<file path="src/rtl/keypad_scan_code_lock_core_defines.svh">
// Assertion macros for the keypad scanner with code lock.
// Used by keypad_scan_code_lock_core; depends on a clock named clk and a reset named rst.
`ifndef KEYPAD_SCAN_CODE_LOCK_CORE_DEFINES_SVH
`define KEYPAD_SCAN_CODE_LOCK_CORE_DEFINES_SVH

// Property checked on every clock edge while out of reset.
`define KSCL_ASSERT(label, prop, msg) \
  label: assert property (@(posedge clk) disable iff (rst) prop) else $error(msg);

// Property checked on every clock edge, reset included.
`define KSCL_ASSERT_ALWAYS(label, prop, msg) \
  label: assert property (@(posedge clk) prop) else $error(msg);

`endif

</file>
<file path="src/rtl/kscl_pkg.sv">
// Shared types and constants for the keypad scanner with code lock.
// No dependencies; imported by keypad_scan_code_lock_core, keypad_lock_checker and tb_top.
package kscl_pkg;

  // Scanner phases.
  typedef enum logic [1:0] {
    PH_SCAN     = 2'd0,
    PH_DEBOUNCE = 2'd1,
    PH_RELEASE  = 2'd2
  } phase_t;

  // Configuration register indexes.
  localparam logic CFG_DEBOUNCE = 1'b0;
  localparam logic CFG_PASSCODE = 1'b1;

  // Reset values of the configuration registers.
  localparam logic [15:0] DEBOUNCE_RESET = 16'd20;
  localparam logic [31:0] PASSCODE_RESET = 32'h3132_3334;

  // Packed result item, first field in the highest bits.
  typedef struct packed {
    logic       access_granted;
    logic       verdict_valid;
    logic [2:0] entry_length;
    logic [6:0] key_char;
    logic       key_valid;
    logic [3:0] row_drive;
  } result_t;

  // ASCII of the key at {row, column}.
  function automatic logic [6:0] key_ascii(input logic [3:0] idx);
    logic [6:0] ch;
    unique case (idx)
      4'd0:  ch = 7'h31; // 1
      4'd1:  ch = 7'h32; // 2
      4'd2:  ch = 7'h33; // 3
      4'd3:  ch = 7'h41; // A
      4'd4:  ch = 7'h34; // 4
      4'd5:  ch = 7'h35; // 5
      4'd6:  ch = 7'h36; // 6
      4'd7:  ch = 7'h42; // B
      4'd8:  ch = 7'h37; // 7
      4'd9:  ch = 7'h38; // 8
      4'd10: ch = 7'h39; // 9
      4'd11: ch = 7'h43; // C
      4'd12: ch = 7'h2A; // *
      4'd13: ch = 7'h30; // 0
      4'd14: ch = 7'h23; // #
      default: ch = 7'h44; // D
    endcase
    return ch;
  endfunction

endpackage

</file>
<file path="src/rtl/keypad_scan_code_lock_core.sv">
// Each accepted scan tick's result is registered in the output register.
// One tick per cycle unless a result stalls; the output register refills as it is taken.
// The scanner state and the code comparison settle in one pass before the output register.
// Reset (rst, synchronous): row one, scanning, empty entry, debounce 20, passcode "1234".
// Depends on kscl_pkg and keypad_scan_code_lock_core_defines.svh.
`include "keypad_scan_code_lock_core_defines.svh"

module keypad_scan_code_lock_core
  import kscl_pkg::*;
#(
  parameter int CODE_LENGTH = 4
) (
  input  logic        clk,
  input  logic        rst,
  // Scan tick input. tdata: [3:0] column_levels, [7:4] zero.
  input  logic        s_axis_tvalid,
  output logic        s_axis_tready,
  input  logic [7:0]  s_axis_tdata,
  // Result output. tdata: [3:0] row_drive, [4] key_valid, [11:5] key_char,
  // [14:12] entry_length, [15] verdict_valid, [16] access_granted, [23:17] zero.
  output logic        m_axis_tvalid,
  input  logic        m_axis_tready,
  output logic [23:0] m_axis_tdata,
  // Configuration writes.
  input  logic        cfg_valid,
  output logic        cfg_ready,
  input  logic        cfg_index,
  input  logic [31:0] cfg_data
);

  localparam logic [3:0] CodeLen = 4'(CODE_LENGTH);
  localparam logic [31:0] CodeMask = (CODE_LENGTH >= 4) ? 32'hFFFF_FFFF :
                                     32'((64'd1 << (8 * CODE_LENGTH)) - 64'd1);

  // Configuration and scanner state.
  logic [15:0] debounce_ticks;
  logic [31:0] passcode;
  phase_t      phase, phase_next;
  logic [1:0]  scan_row, scan_row_next;
  logic [15:0] wait_count, wait_count_next;
  logic [1:0]  held_column, held_column_next;
  logic [6:0]  held_key, held_key_next;
  logic [2:0]  entered_count, entered_count_next;
  logic [31:0] entered_code, entered_code_next;

  // Output register.
  logic        out_valid;
  result_t     out_data;
  result_t     res;

  logic        in_fire;
  logic [3:0]  cols;
  logic [3:0]  pressed;
  logic [1:0]  press_col;
  logic [2:0]  count_inc;
  logic [31:0] code_shift;

  assign cols          = s_axis_tdata[3:0];
  assign pressed       = ~cols;
  assign s_axis_tready = !out_valid || m_axis_tready;
  assign in_fire       = s_axis_tvalid && s_axis_tready;
  assign cfg_ready     = 1'b1;
  assign count_inc     = entered_count + 3'd1;
  assign code_shift    = {entered_code[23:0], 1'b0, held_key};

  // Lowest pressed column wins.
  always_comb begin
    priority if (pressed[0]) press_col = 2'd0;
    else if (pressed[1])     press_col = 2'd1;
    else if (pressed[2])     press_col = 2'd2;
    else                     press_col = 2'd3;
  end

  // Next state and result of one tick.
  always_comb begin
    phase_next         = phase;
    scan_row_next      = scan_row;
    wait_count_next    = wait_count;
    held_column_next   = held_column;
    held_key_next      = held_key;
    entered_count_next = entered_count;
    entered_code_next  = entered_code;
    res                = '0;
    res.row_drive      = ~(4'b0001 << scan_row);
    unique case (phase)
      PH_DEBOUNCE: begin
        if (wait_count <= 16'd1) begin
          wait_count_next = '0;
          phase_next      = PH_RELEASE;
        end else begin
          wait_count_next = wait_count - 16'd1;
        end
      end
      PH_RELEASE: begin
        if (cols[held_column]) begin
          res.key_valid      = 1'b1;
          res.key_char       = held_key;
          entered_code_next  = code_shift;
          entered_count_next = count_inc;
          if ({1'b0, count_inc} >= CodeLen) begin
            res.verdict_valid  = 1'b1;
            res.access_granted = (code_shift & CodeMask) == (passcode & CodeMask);
            entered_count_next = '0;
            entered_code_next  = '0;
          end
          scan_row_next = '0;
          phase_next    = PH_SCAN;
        end
      end
      default: begin
        if (pressed != 4'd0) begin
          held_column_next = press_col;
          held_key_next    = key_ascii({scan_row, press_col});
          if (debounce_ticks == 16'd0) begin
            wait_count_next = '0;
            phase_next      = PH_RELEASE;
          end else begin
            wait_count_next = debounce_ticks;
            phase_next      = PH_DEBOUNCE;
          end
        end else begin
          scan_row_next = scan_row + 2'd1;
          phase_next    = PH_SCAN;
        end
      end
    endcase
    res.entry_length = entered_count_next;
  end

  // Configuration registers.
  always_ff @(posedge clk) begin
    if (rst) begin
      debounce_ticks <= DEBOUNCE_RESET;
      passcode       <= PASSCODE_RESET;
    end else if (cfg_valid && cfg_ready) begin
      unique case (cfg_index)
        CFG_DEBOUNCE: debounce_ticks <= cfg_data[15:0];
        CFG_PASSCODE: passcode       <= cfg_data;
        default: ;
      endcase
    end
  end

  // Scanner state advances once per accepted tick.
  always_ff @(posedge clk) begin
    if (rst) begin
      phase         <= PH_SCAN;
      scan_row      <= '0;
      wait_count    <= '0;
      held_column   <= '0;
      held_key      <= '0;
      entered_count <= '0;
      entered_code  <= '0;
    end else if (in_fire) begin
      phase         <= phase_next;
      scan_row      <= scan_row_next;
      wait_count    <= wait_count_next;
      held_column   <= held_column_next;
      held_key      <= held_key_next;
      entered_count <= entered_count_next;
      entered_code  <= entered_code_next;
    end
  end

  // Output register: loads on a new tick, empties when the result is taken.
  always_ff @(posedge clk) begin
    if (rst) begin
      out_valid <= 1'b0;
    end else if (in_fire) begin
      out_valid <= 1'b1;
    end else if (m_axis_tready) begin
      out_valid <= 1'b0;
    end
  end

  always_ff @(posedge clk) begin
    if (in_fire) begin
      out_data <= res;
    end
  end

  assign m_axis_tvalid = out_valid;
  assign m_axis_tdata  = {7'd0, out_data};

  // A debounce wait always has ticks left to count.
  `KSCL_ASSERT(a_debounce_count, (phase == PH_DEBOUNCE) |-> (wait_count != 16'd0), "debounce phase with zero count")
  // A press seen while scanning leaves the scanning phase.
  `KSCL_ASSERT(a_press_leaves_scan, (in_fire && phase == PH_SCAN && cols != 4'hF) |=> (phase != PH_SCAN), "press did not start a key")
  // A verdict comes only with a key and always closes the entry.
  `KSCL_ASSERT(a_verdict_key, (out_valid && out_data.verdict_valid) |-> (out_data.key_valid && out_data.entry_length == 3'd0), "verdict without key or with open entry")
  // Nothing is accepted while the output register is full and stalled.
  `KSCL_ASSERT_ALWAYS(a_no_overrun, (out_valid && !m_axis_tready) |-> !s_axis_tready, "tick accepted over a stalled result")

endmodule

</file>
<file path="config.mk">
export PLATFORM = sky130hd
export DESIGN_NAME = keypad_scan_code_lock_core
export DESIGN_NICKNAME = d
export VERILOG_FILES = /design/src/rtl/kscl_pkg.sv /design/src/rtl/keypad_scan_code_lock_core.sv
export VERILOG_INCLUDE_DIRS = /design/src /design/src/rtl
export SDC_FILE = /design/constraint.sdc
export NUM_CORES = 1
export LEC_CHECK = 0
export ABC_AREA = 1
export CORE_MARGIN = 2
export CORE_UTILIZATION = 37
export CTS_BUF_LIST = sky130_fd_sc_hd__clkbuf_16
export DETAILED_ROUTE_END_ITERATION = 12
export DONT_BUFFER_PORTS = 1
export PLACE_DENSITY = 0.55
export SLEW_MARGIN = 20
export SYNTH_ARGS = -nofsm -noshare
export SYNTH_HDL_FRONTEND = slang
export SYNTH_SLANG_ARGS = --single-unit
</file>
<file path="constraint.sdc">
create_clock -name clk -period 3.1 [get_ports clk]
set_input_delay 0.31 -clock clk [delete_from_list [all_inputs] [get_ports clk]]
set_output_delay 0.31 -clock clk [all_outputs]
set_load 0.01 [all_outputs]
</file>
After elaboration in Yosys (flattened, before gate mapping)
Memories as Yosys holds them, arrays and structs flattened. A register that Yosys moved wholly into a read port is not among the register bits.
Cells that the tools add are included.
{"block": "totals", "ff_bits": 115, "romBits": 112, "n_memories": 1}
{"name": "(no name shown)", "depth": 16, "word_bits": 7, "read_ports": 1, "rd_clocked_by_memory_dff": 1, "wr": 0, "line": "kscl_pkg.sv:33", "text": "unique case (idx)"}
{"block": "op_classes", "addsub": 3, "magnitude_cmp": 3, "n_eq_ne": 6, "shifts": 1, "mux": 24, "bitwise": 6, "n_reduce_logical": 17}
{"cell": "2-to-1 mux 16 bit", "n": 3}
{"cell": "== test 32 bit", "n": 1}
{"cell": "one-hot mux 16 bit (2 select lines)", "n": 1}
{"cell": "2-to-1 mux 24 bit", "n": 1}
{"cell": "<= comparator 16 x 1 -> 1 bit (second input constant)", "n": 1}
{"cell": "zero test 16 bit", "n": 1}
{"cell": "subtractor 16 x 1 -> 16 bit (second input constant)", "n": 1}
{"cell": "AND reduction 3 bit", "n": 5}
{"cell": "2-to-1 mux 2 bit", "n": 7}
{"cell": "2-to-1 mux 3 bit", "n": 3}
{"cell": "NOT 4 bit", "n": 2}
{"cell": "one-hot mux 2 bit (2 select lines)", "n": 2}
{"cell": "2-to-1 mux 1 bit", "n": 6}
{"cell": "AND reduction 2 bit", "n": 3}
{"cell": "inequality test 2 bit (second input constant)", "n": 2}
{"cell": "NOT 1 bit", "n": 4}
{"cell": "AND reduction 4 bit", "n": 1}
{"cell": "nonzero test 2 bit", "n": 2}
{"cell": "nonzero test 4 bit", "n": 1}
{"cell": "<< shifter 1 x 2 -> 4 bit (first input constant)", "n": 1}
{"cell": "adder 3 x 1 -> 3 bit (second input constant)", "n": 1}
{"cell": ">= comparator 3 bit (second input constant)", "n": 1}
{"cell": "less-than comparator 2 x 3 -> 1 bit (second input constant)", "n": 1}
{"cell": "adder 2 x 1 -> 2 bit (second input constant)", "n": 1}
{"cell": "other kinds (8)", "n": 8}

Logic depth before layout (Yosys ltp)
Gate-level depths: netlist of run 1.
{"block": "depth", "ltp_word": 5, "mapped_depth": 12, "ltp_nobuf": 12}

Worst setup path before layout of run 1
OpenSTA, ideal clock, no wires.
{"block": "synth_timing", "kind": "register to register", "start": "register out_valid (netlist: m_axis_tvalid)", "end": "register wait_count[12]", "setup_ns": 0.118, "t_arrival_ns": 1.379, "t_required_ns": 2.982, "setup_slack_ns": 1.603, "stages_incl_launch_ff": 9, "path_buffers": 1, "synth_period_minus_slack_ns": 1.497, "path_cell_list": "dfxtp_1 > nand2_4 > nand2_4 > clkinv_2 > nand3_4 > inv_6 > buf_6 > o21ai_1 > a21oi_1"}
{"block": "synth_via", "elab_chain_cells": 4}
{"element": "start, declared", "line": "keypad_scan_code_lock_core.sv:47", "text": "logic out_valid;"}
{"element": "start signal, assigned", "line": "keypad_scan_code_lock_core.sv:168", "text": "out_valid <= 1'b0;"}
{"element": "start signal, assigned", "line": "keypad_scan_code_lock_core.sv:170", "text": "out_valid <= 1'b1;"}
{"element": "start signal, assigned", "line": "keypad_scan_code_lock_core.sv:172", "text": "out_valid <= 1'b0;"}
{"element": "zero test 1 bit", "line": "keypad_scan_code_lock_core.sv:60", "text": "assign s_axis_tready = !out_valid || m_axis_tready;"}
{"element": "logical OR 1 bit", "line": "keypad_scan_code_lock_core.sv:60"}
{"element": "via s_axis_tready", "line": "keypad_scan_code_lock_core.sv:17", "text": "output logic s_axis_tready,"}
{"element": "logical AND 1 bit", "line": "keypad_scan_code_lock_core.sv:61", "text": "assign in_fire = s_axis_tvalid && s_axis_tready;"}
{"element": "via in_fire", "line": "keypad_scan_code_lock_core.sv:51", "text": "logic in_fire;"}
{"element": "AND reduction 3 bit (no line)"}
{"element": "end signal, assigned", "line": "keypad_scan_code_lock_core.sv:157", "text": "wait_count <= wait_count_next;"}
{"element": "end, declared", "line": "keypad_scan_code_lock_core.sv:40", "text": "logic [15:0] wait_count, wait_count_next;"}
The timed path passes the listed nets, and every way through them passes these cells.
A chain may end at the register's enable or synchronous reset.

Final worst setup path of run 1
{"block": "layout_timing", "start": "register out_valid (netlist: m_axis_tvalid)", "end": "register wait_count[0]"}
The elaborated chain is that of the path after synthesis.

==> flow_summary.yaml, run 1 <==
outcome:
  status: "finished, final reports clean"
die:
  fp.dieH_um: 130
  dieArea_um2: 16800
  start_util_pct: 38.1
  ios: 73
  coreArea_um2: 15300
  num_rows: 45
  die_w_um: 130
final_layout:
  fin_nets: 831
  fin_cells: 995
  fillCellCount: 1576
  seqCellArea_um2: 2550
  final_core_util_pct: 42.6
  syn_to_final_growth_pct: 11.8
  multi_input_area_um2: 2820
  drive_gt1_share_pct: 10.1
synthesis:
  synth_top_cell_area_share_pct: 35.0
  syn_area_um2: 5830
  synth_warnings: 0
  ys_seq_elements: 119
  dominantRegCellSynth: "dfxtp_1"
  synth_edf_count: 17
  yosysTopAreaCell: "dfxtp_1"
  ys_async_sr_fraction_pct: 0
  synthTopCellsByArea: "dfxtp_1, nand2_1, edfxtp_1, nor2_1, a21oi_1"
  synth_cell_types: 41
  syn_inst: 775
  synth_area_per_cell_um2: 7.52
  yosysSeqAreaShare_pct: 43.8
clock_tree:
  root_buffer: "clkbuf_16"
  cts_buffers: 17
  clk_pin_slew_ns: 0.05
  worstSkewPairLatency_ns: 0.41
  cts.sinks: 119
  cts_tree: "yes"
  cts_setup_buffers: 0
  cts_resized: 0
  ctsHoldBuffers: 1
  ctsHtreeMaxLevel: 4
  cts_max_path_buffers: 2
timing:
  layout_min_cycle_time_ns: 1.79
  slew_headroom_pct: 31.8
  post-route-period-util_pct: 57.7
  finClkSkew_ns: 0.00687
  slew_violations: 0
  hold_violations: 0
  setup_slack_ns: 1.31
  worst_pin_slew_ns: 1.02
  setup_viol: 0
  setup_tns_ns: 0
  fmax_ghz: 0.559
  whs_ns: 0.0136
  rsz0062_at_grt: "no"
worst_setup_path:
  cp.required_ns: 3.40
  arrival_ns: 2.09
  timing.critical_path.from_type: "flip-flop"
  critPathKind: "flip-flop to flip-flop"
  cp-end-kind: "flip-flop"
  worst-path-max-fanout: 21
grt:
  grt_pass1_vias: 4457
  antenna_found_initial: 0
  grt_pass1_wl_mm: 22.5
  grt_max_degree: 38
  grt_overflow: 0
  grtUsageTotal_pct: 17.3
route:
  drt_iter0_markers: 331
  drtPass1Iterations: 7
  wire_per_inst_um: 13.6
  wl_mm: 13.5
  viasPerCell: 4.79
  vias: 4767
  antenna_left: 0
  route.detailed.drc: 0
placed_design:
  pre_cts_slack_ns: 1.34
  gp_congestion: 0.853
  numPortBuffers: 0
  place_inst: 961
  dp_hpwl_mm: 9.85
power_and_ir_drop:
  p_leak_nw: 2.67
  power_density_nw_per_um2: 728
  ir_worst_vdd_mv: 0.451
worst_hold_path:
  min-delay-path-class: "input port to flip-flop"
flow_run:
  maxCapViolations: 0
==> stage by stage <==
stage	cell area (µm²)	power, mW
after floorplan	5850	2.69
after global placement	5940	2.84
after detailed placement	5940	2.86
after CTS	6520	4.78
after global routing	6520	5.02
final	6520	4.74
==> routing by layer <==
| layer | vias to the layer above | global-route usage [%] | part of all wire [%] |
|---|---|---|---|
| met3 | 22 | 6.56 | 6.7 |
| li1 | 2467 | - | - |
| met1 | 2176 | 23.9 | 50 |
| met2 | 102 | 24.6 | 41 |
| met5 | - | 0 | 0 |
| met4 | 0 | 5.95 | 1.9 |
==> state kept, by name, indices dropped and copies added, names as in the netlist, 3 cells and up <==
| signal | flops |
|---|---|
| passcode | 32 |
| entered_code | 21 |
| m_axis_tdata | 17 |
| debounce_ticks | 16 |
| wait_count | 16 |
| held_key | 7 |
| entered_count | 3 |
==> placed cells by master (no fill, tap or decap), types with 3 or more instances in the layout <==
| cell type | synthesis | final |
|---|---|---|
| conb_1 | 2 | 8 |
| clkinv_1 | 1 | 6 |
| inv_1 | 58 | 59 |
| nand3_1 | 37 | 37 |
| clkbuf_16 | 0 | 17 |
| nor2_4 | 4 | 4 |
| buf_4 | 11 | 6 |
| o21ai_0 | 61 | 61 |
| nand2_2 | 5 | 5 |
| o21ai_1 | 8 | 8 |
| o211ai_1 | 5 | 5 |
| nand2_1 | 159 | 159 |
| clkinv_2 | 1 | 7 |
| xor2_1 | 6 | 6 |
| edfxtp_1 | 17 | 17 |
| nor2_2 | 14 | 14 |
| nand2_4 | 4 | 4 |
| bufinv_16 | 0 | 3 |
| dfxtp_1 | 102 | 102 |
| nand3_2 | 5 | 5 |
| inv_2 | 6 | 6 |
| ha_1 | 15 | 15 |
| a21oi_1 | 64 | 64 |
| nor2_1 | 126 | 126 |
| xnor2_1 | 18 | 18 |
==> final timing paths <==
check / from / cells past startpoint / slack (ns) / end
max: m_axis_tvalid$_SDFFE_PP0P_ / 7 / 1.31 / wait_count[0]$_SDFFE_PP0P_
min: cfg_data[21] / 2 / 0.01 / passcode[21]$_SDFFE_PP1P_
max reg2reg: m_axis_tvalid$_SDFFE_PP0P_ / 7 / 1.31 / wait_count[0]$_SDFFE_PP0P_
min reg2reg: entered_code[22]$_SDFFE_PP0P_ / 2 / 0.46 / entered_code[22]$_SDFFE_PP0P_
==> power by group <==
group | switching [mW] | internal (mW)
clock | 0.671 | 1.23
sequential | 0.137 | 1.72
combinational | 0.661 | 0.324
==> cell families (layout without fill, tap and decap cells) <==
logic type | Yosys count | after routing | share of synthesized area, %
compound gates | 145 | 145 | 13.1
xor+xnor | 24 | 24 | 3.60
fa+ha+maj | 15 | 15 | 3.22
buf+inv | 104 | 106 | 8.28
flops | 119 | 119 | 43.8
other cells | 2 | 9 | 0.129
simple gates | 366 | 366 | 27.9
==> area by class of cell <==
type / count / share of cell area [%]
clock buffers: 17 / 6.53
repair buffers: 7 / 0.845
multi-input cells: 558 / 43.2
flip-flops and latches: 119 / 39.2
well taps: 211 / 4.05
clock inverters: 15 / 2.19
inverters: 67 / 3.95
diodes: 1 / 0.0384
==> critical path, stage by stage (launching register included) <==
cell	delay (ns)
dfxtp_1	0.42
nand2_4	0.10
nand2_4	0.10
clkinv_2	0.31
nand3_4	0.35
inv_6	0.12
o21ai_0	0.21
a21oi_1	0.07
==> cell usage after synthesis, types with 5 or more instances <==
cell / n
a21oi_1: 64
nand2_2: 5
nor2_2: 14
nor2_1: 126
xnor2_1: 18
ha_1: 15
clkbuf_1: 13
o21ai_0: 61
xor2_1: 6
nand3_1: 37
inv_2: 6
nand3_2: 5
o21ai_1: 8
buf_2: 9
dfxtp_1: 102
o211ai_1: 5
buf_4: 11
edfxtp_1: 17
nand2_1: 159
inv_1: 58
No activity file was read; power rests on OpenSTA's default activity.
==> inputs of run 2 (changes only) <==
PLACE_DENSITY = 0.57   (was 0.55)
clock period = 1.44 ns   (was 3.1 ns; I/O delays follow)
==> run 2 against run 1 <==
Compared with the run above:
- die area is the same
- sequential power grew 120%
- final area is 16% higher
- maximum frequency is 26% higher
- register-to-register slack worse by 1.3 ns
- clock skew is 0.0034 ns higher
- global-route usage is 0.73 points higher
- worst hold slack got worse by 0.00098 ns
- routed wire length rose by 9.7%
- combinational power rose to 3.1 times the previous value
- sequential share of layout area down 5.2 points
- largest power group is now registers
==> flow_summary.yaml, run 2 (same netlist as run 1, synthesis figures left out) <==
outcome:
  status: "finished, final reports clean"
timing:
  rsz0062_at_grt: "yes"
  slew_violations: 0
  hold_violations: 0
  setup_viol: 0
  fmax_ghz: 0.704
  finClkSkew_ns: 0.0102
  layout_min_cycle_time_ns: 1.42
  worst_pin_slew_ns: 0.509
  setup_slack_ns: 0.0193
  post-route-period-util_pct: 98.7
  slew_headroom_pct: 66.0
power_and_ir_drop:
  ir_worst_vdd_mv: 0.928
  p_leak_nw: 3.06
  power_density_nw_per_um2: 1410
final_layout:
  fin_nets: 905
  fin_cells: 1066
  layout_commonest_cell: "nand2_1"
  layout.cells.most_common_list: "nand2_1, nor2_1, dfxtp_1"
  final_core_util_pct: 49.4
  regMostFlops: "passcode"
  largest_reg_flops: 32
  final_area_um2: 7560
  antennaDiodeCount: 0
  drive_gt1_share_pct: 22.5
  syn_to_final_growth_pct: 29.7
grt:
  antenna_found_initial: 0
  grt_pass1_wl_mm: 23.3
  grt_overflow: 0
  grt_max_degree: 35
  grtUsageTotal_pct: 18.0
  grt_pass1_vias: 4583
route:
  dr_wl_met2_mm: 6.87
  wl_mm: 14.8
  drtPass1Iterations: 4
  drt_iter0_markers: 330
  route.met3.wl_um: 692
  drt-met1-wl_mm: 7.19
  viasPerCell: 4.69
  route.detailed.drc: 0
  vias: 5002
  wire_per_inst_um: 13.9
  top_layer_used: "met4"
  antenna_left: 0
placed_design:
  pre_cts_slack_ns: -0.0340
  postPlaceCellArea_um2: 6220
  dp_hpwl_mm: 10.1
  numPortBuffers: 0
  gp_congestion: 0.810
  place_inst: 991
worst_setup_path:
  reg2reg_depth: 7
  cp.required_ns: 1.78
  cp-end-kind: "flip-flop"
  arrival_ns: 1.76
  rr_startpoint: "entered_count[1]$_SDFFE_PP0P_"
  critPathKind: "flip-flop to flip-flop"
  worst-path-max-fanout: 5
  rr_endpoint: "entered_code[11]$_SDFFE_PP0P_"
  r2r_slack_ns: 0.02
  crit_path_start: "entered_count[1]$_SDFFE_PP0P_"
  timing.critical_path.from_type: "flip-flop"
  cp-endpoint: "entered_code[11]$_SDFFE_PP0P_"
die:
  start_util_pct: 38.1
  ios: 73
  die_w_um: 130
  dieArea_um2: 16800
  num_rows: 45
  fp.dieH_um: 130
  coreArea_um2: 15300
clock_tree:
  cts.sinks: 119
  worstSkewPairLatency_ns: 0.42
  ctsHtreeMaxLevel: 4
  cts_max_path_buffers: 2
  root_buffer: "clkbuf_16"
  cts_tree: "yes"
  cts_buffers: 17
  clk_pin_slew_ns: 0.05
worst_hold_path:
  min-delay-path-class: "input port to flip-flop"
  min_from: "rst"
flow_run:
  maxCapViolations: 0
-- run 2: cell count changes in the layout (fill, tap and decap cells not counted), moves of 9 or more --
cell           change
nand2_2            +9
a21oi_2           +24
a21oi_1           -24
nand3_1           -15
nand3_2           +13
buf_4             +28
nand2_1           -14
dlygate4sd3_1     +36
-- run 2: what timing repair did --
item | in CTS | in global routing
buffers inserted | 0 | 2
endpoints found under the hold margin | 73 | 24
gates resized for setup | 7 | 92
pin swaps | 0 | 33
cloned | 0 | 5
endpoints found under the setup margin | 21 | 50
hold buffers | 36 | 2
-- run 2: worst min-delay path by stage --
| stage | to | cells after the start | slack [ns] |
|---|---|---|---|
| after global routing | passcode[2]$_SDFFE_PP1P_ | 2 | 0.008 |
| after CTS | phase[0]$_SDFFE_PP0P_ | 1 | -0.22 |
| after global placement | phase[0]$_SDFFE_PP0P_ | 1 | 0.22 |
| after detailed placement | phase[0]$_SDFFE_PP0P_ | 1 | 0.22 |
| final | passcode[2]$_SDFFE_PP1P_ | 2 | 0.01 |
| after floorplan | passcode[12]$_SDFFE_PP1P_ | 2 | 0.26 |
-- run 2: critical path, stage by stage, from the launching register on --
cell and delay, ns:
dfxtp_4 0.36, ha_4 0.14, or2_1 0.10, nand2_2 0.09, nor2_4 0.25, clkbuf_16 0.21
nand3_2 0.06, a21oi_1 0.13
-- run 2: where the power goes --
group | internal [mW] | total [mW] | leakage [nW] | switching, mW
Combinational | 1.21 | 3.01 | 1.78 | 1.80
Sequential | 3.70 | 3.99 | 1.00 | 0.281
Clock | 2.28 | 3.69 | 0.274 | 1.41
Total | 7.19 | 10.7 | 3.06 | 3.49
-- run 2: final cells by class --
type,count,area (µm²)
Clock buffer,17,425
Clock inverter,13,80.1
Fill cell,1541,7750
Inverter,67,274
Multi-Input combinational cell,558,3140
Sequential cell,119,2560
Tap cell,211,264
Timing Repair Buffer,80,812
Timing Repair inverter,1,5.00
-- run 2: per-layer routing --
metal  up-vias  GRT usage, %
li1       2612             -
met1      2292          25.4
met2        94          27.1
met3         4          4.75
met4         0          5.19
met5         -             0
-- run 2: per-stage QoR --
stage | power [mW] | TNS [ns] | hold slack (ns)
final | 10.7 | 0 | 0.0127
after detailed placement | 6.47 | -0.127 | 0.218
after floorplan | 5.80 | 0 | 0.257
after global routing | 11.3 | -0.891 | 0.00786
after global placement | 6.46 | -0.0482 | 0.217
after CTS | 10.3 | 0 | -0.221
==> inputs of run 3 (changes only) <==
==> constraint.sdc (replaced) <==
create_clock -name clk -period 1.44 [get_ports clk]
set_input_delay 0.072 -clock clk [delete_from_list [all_inputs] [get_ports clk]]
set_output_delay 0.072 -clock clk [all_outputs]
set_load 0.01 [all_outputs]
==> run 3 against run 2 <==
Compared with the run above:
- the run now ends with setup timing left
- sequential share of layout area is 0.25 points lower
- first-iteration DRC count is 1.8% lower
- die area stayed put
- clock power is 17% higher
- count of clock-buffer cells in the layout stayed put
- critical path depth is 1 higher
- cell count is 0.84% higher
- maximum frequency is 1.4% lower
- register-to-register slack worse by 0.02 ns
- critical path type unchanged
- critical endpoint is now wait_count[3]$_SDFFE_PP0P_
- highest routed layer unchanged
==> flow_summary.yaml, run 3 (same netlist as run 1, synthesis figures left out) <==
die:
  num_rows: 45
  coreArea_um2: 15300
  die_w_um: 130
  dieArea_um2: 16800
  fp.dieH_um: 130
  start_util_pct: 38.1
  ios: 73
final_layout:
  layout.cells.most_common_list: "nand2_1, nor2_1, dfxtp_1"
  largest_reg_flops: 32
  drive_gt1_share_pct: 19.8
  antennaDiodeCount: 0
  fin_nets: 912
  fin_cells: 1075
  layout_commonest_cell: "nand2_1"
  syn_to_final_growth_pct: 30.3
  final_area_um2: 7600
  fillCellCount: 1519
  regMostFlops: "passcode"
placed_design:
  numPortBuffers: 0
  postPlaceCellArea_um2: 6200
  dp_hpwl_mm: 10.1
  gp_congestion: 0.812
  place_inst: 992
timing:
  setup_slack_ns: -0.000710
  post-route-period-util_pct: 100
  worst_pin_slew_ns: 1.04
  setup_tns_ns: -0.000710
  slew_headroom_pct: 30.4
  fmax_ghz: 0.694
  hold_violations: 0
  setup_viol: 1
  slew_violations: 0
  finClkSkew_ns: 0.00848
  layout_min_cycle_time_ns: 1.44
  rsz0062_at_grt: "yes"
power_and_ir_drop:
  power.share.combinational_pct: 26.7
  ir_worst_vdd_mv: 0.848
  clkPwrFrac_pct: 38.0
  seqPwrFrac_pct: 35.3
  power.internal_mw: 7.73
  power.switching_mw: 3.61
  power_density_nw_per_um2: 1490
  p_leak_nw: 3.12
  total_power_mw: 11.3
  swShare_pct: 31.8
worst_setup_path:
  cp_num_buf_inv: 3
  rr_endpoint: "wait_count[3]$_SDFFE_PP0P_"
  arrival_ns: 1.75
  timing.critical_path.from_type: "flip-flop"
  cpPeakStageDelay_ns: 0.34
  worst-path-max-fanout: 7
  critPathKind: "flip-flop to flip-flop"
  crit_chain: "inv_1 > ha_2 > inv_4 > nand2_4 > nand3_4 > buf_6 > a21oi_1 > a21oi_2"
  cp-end-kind: "flip-flop"
  reg2reg_depth: 8
  crit_path_start: "phase[1]$_SDFFE_PP0P_"
  crit_slowest_cell: "dfxtp_1"
  cp_top_family: "flip-flops"
  r2r_slack_ns: -0.0007
  rr_startpoint: "phase[1]$_SDFFE_PP0P_"
  cp.required_ns: 1.75
  cp.depth: 8
  cp-endpoint: "wait_count[3]$_SDFFE_PP0P_"
route:
  antenna_left: 0
  viasPerCell: 4.75
  drtPass1Iterations: 4
  vias: 5103
  wl_mm: 15.3
  wire_per_inst_um: 14.2
  route.detailed.drc: 0
  drt_iter0_markers: 324
clock_tree:
  root_buffer: "clkbuf_16"
  cts_max_path_buffers: 2
  clk_pin_slew_ns: 0.06
  worstSkewPairLatency_ns: 0.42
  cts_buffers: 17
  cts.sinks: 119
  ctsHtreeMaxLevel: 4
  cts_tree: "yes"
outcome:
  status: "finished, violations left"
  violations: "setup timing"
grt:
  antenna_found_initial: 0
  grt_pass1_vias: 4754
  grt_overflow: 0
  grtUsageTotal_pct: 18.6
  grt_pass1_wl_mm: 24.1
  grt_max_degree: 39
flow_run:
  maxCapViolations: 0
worst_hold_path:
  min_path_cells: 3
  min-delay-path-class: "input port to flip-flop"
## run 3: worst min-delay path by stage
| stage | start | end | slack, ns |
|---|---|---|---|
| after floorplan | cfg_data[12] | passcode[12]$_SDFFE_PP1P_ | 0.19 |
| after global placement | rst | phase[0]$_SDFFE_PP0P_ | 0.14 |
| after detailed placement | rst | phase[0]$_SDFFE_PP0P_ | 0.14 |
| after CTS | rst | passcode[12]$_SDFFE_PP1P_ | 0.03 |
| after global routing | cfg_valid | passcode[19]$_SDFFE_PP0P_ | 0.05 |
| final | rst | passcode[12]$_SDFFE_PP1P_ | 0.03 |
## run 3: cell type report
type	count	area [µm²]	share of cell area [%]
tap	211	264	3.47
timing repair inverter	1	5.00	0.0658
inverter	67	279	3.67
clock inverter	15	170	2.24
multi-input combinational	559	3070	40.4
timing repair buffer	86	827	10.9
sequential	119	2560	33.7
clock buffer	17	425	5.60
## run 3: what timing repair did
action                     in CTS  in global routing
pin swaps                       1                 24
resized for setup               9                 90
hold buffers                   45                  0
hold endpoints to repair       74                  0
gates cloned                    0                  4
setup endpoints to repair      25                 55
buffers inserted                0                  2
## run 3: layer usage
layer  track usage (%)  up-vias  wire length, µm
li1                  -     2631                -
met1              25.0     2326             7200
met2              29.5      128             7110
met3              4.17       18              790
met4              6.70        0              216
met5                 0        -                0
## run 3: stage by stage
stage | worst slack [ns] | utilization (%) | hold slack, ns
6_report | -0.000710 | 49.6 | 0.0322
5_1_grt | -0.0883 | 49.6 | 0.0477
4_1_cts | -0.0260 | 47.5 | 0.0305
3_5_place_dp | -0.0642 | 40.5 | 0.145
3_3_place_gp | -0.0431 | 40.5 | 0.144
2_1_floorplan | 0.0642 | - | 0.185
## run 3: worst min-delay path, delay by kind of cell
family	cells	cell delay, ns
buffers and inverters	2	0.26
AND/OR/NAND/NOR	1	0.08
## run 3: power groups by stage
stage          registers (mW)  logic (mW)  clock network, mW
6_report                 4.00        3.03               4.31
5_1_grt                  4.04        3.38               4.53
4_1_cts                  3.98        2.57               4.38
3_5_place_dp             4.04        2.38                  0
3_3_place_gp             4.04        2.37                  0
2_1_floorplan            3.98        1.82                  0
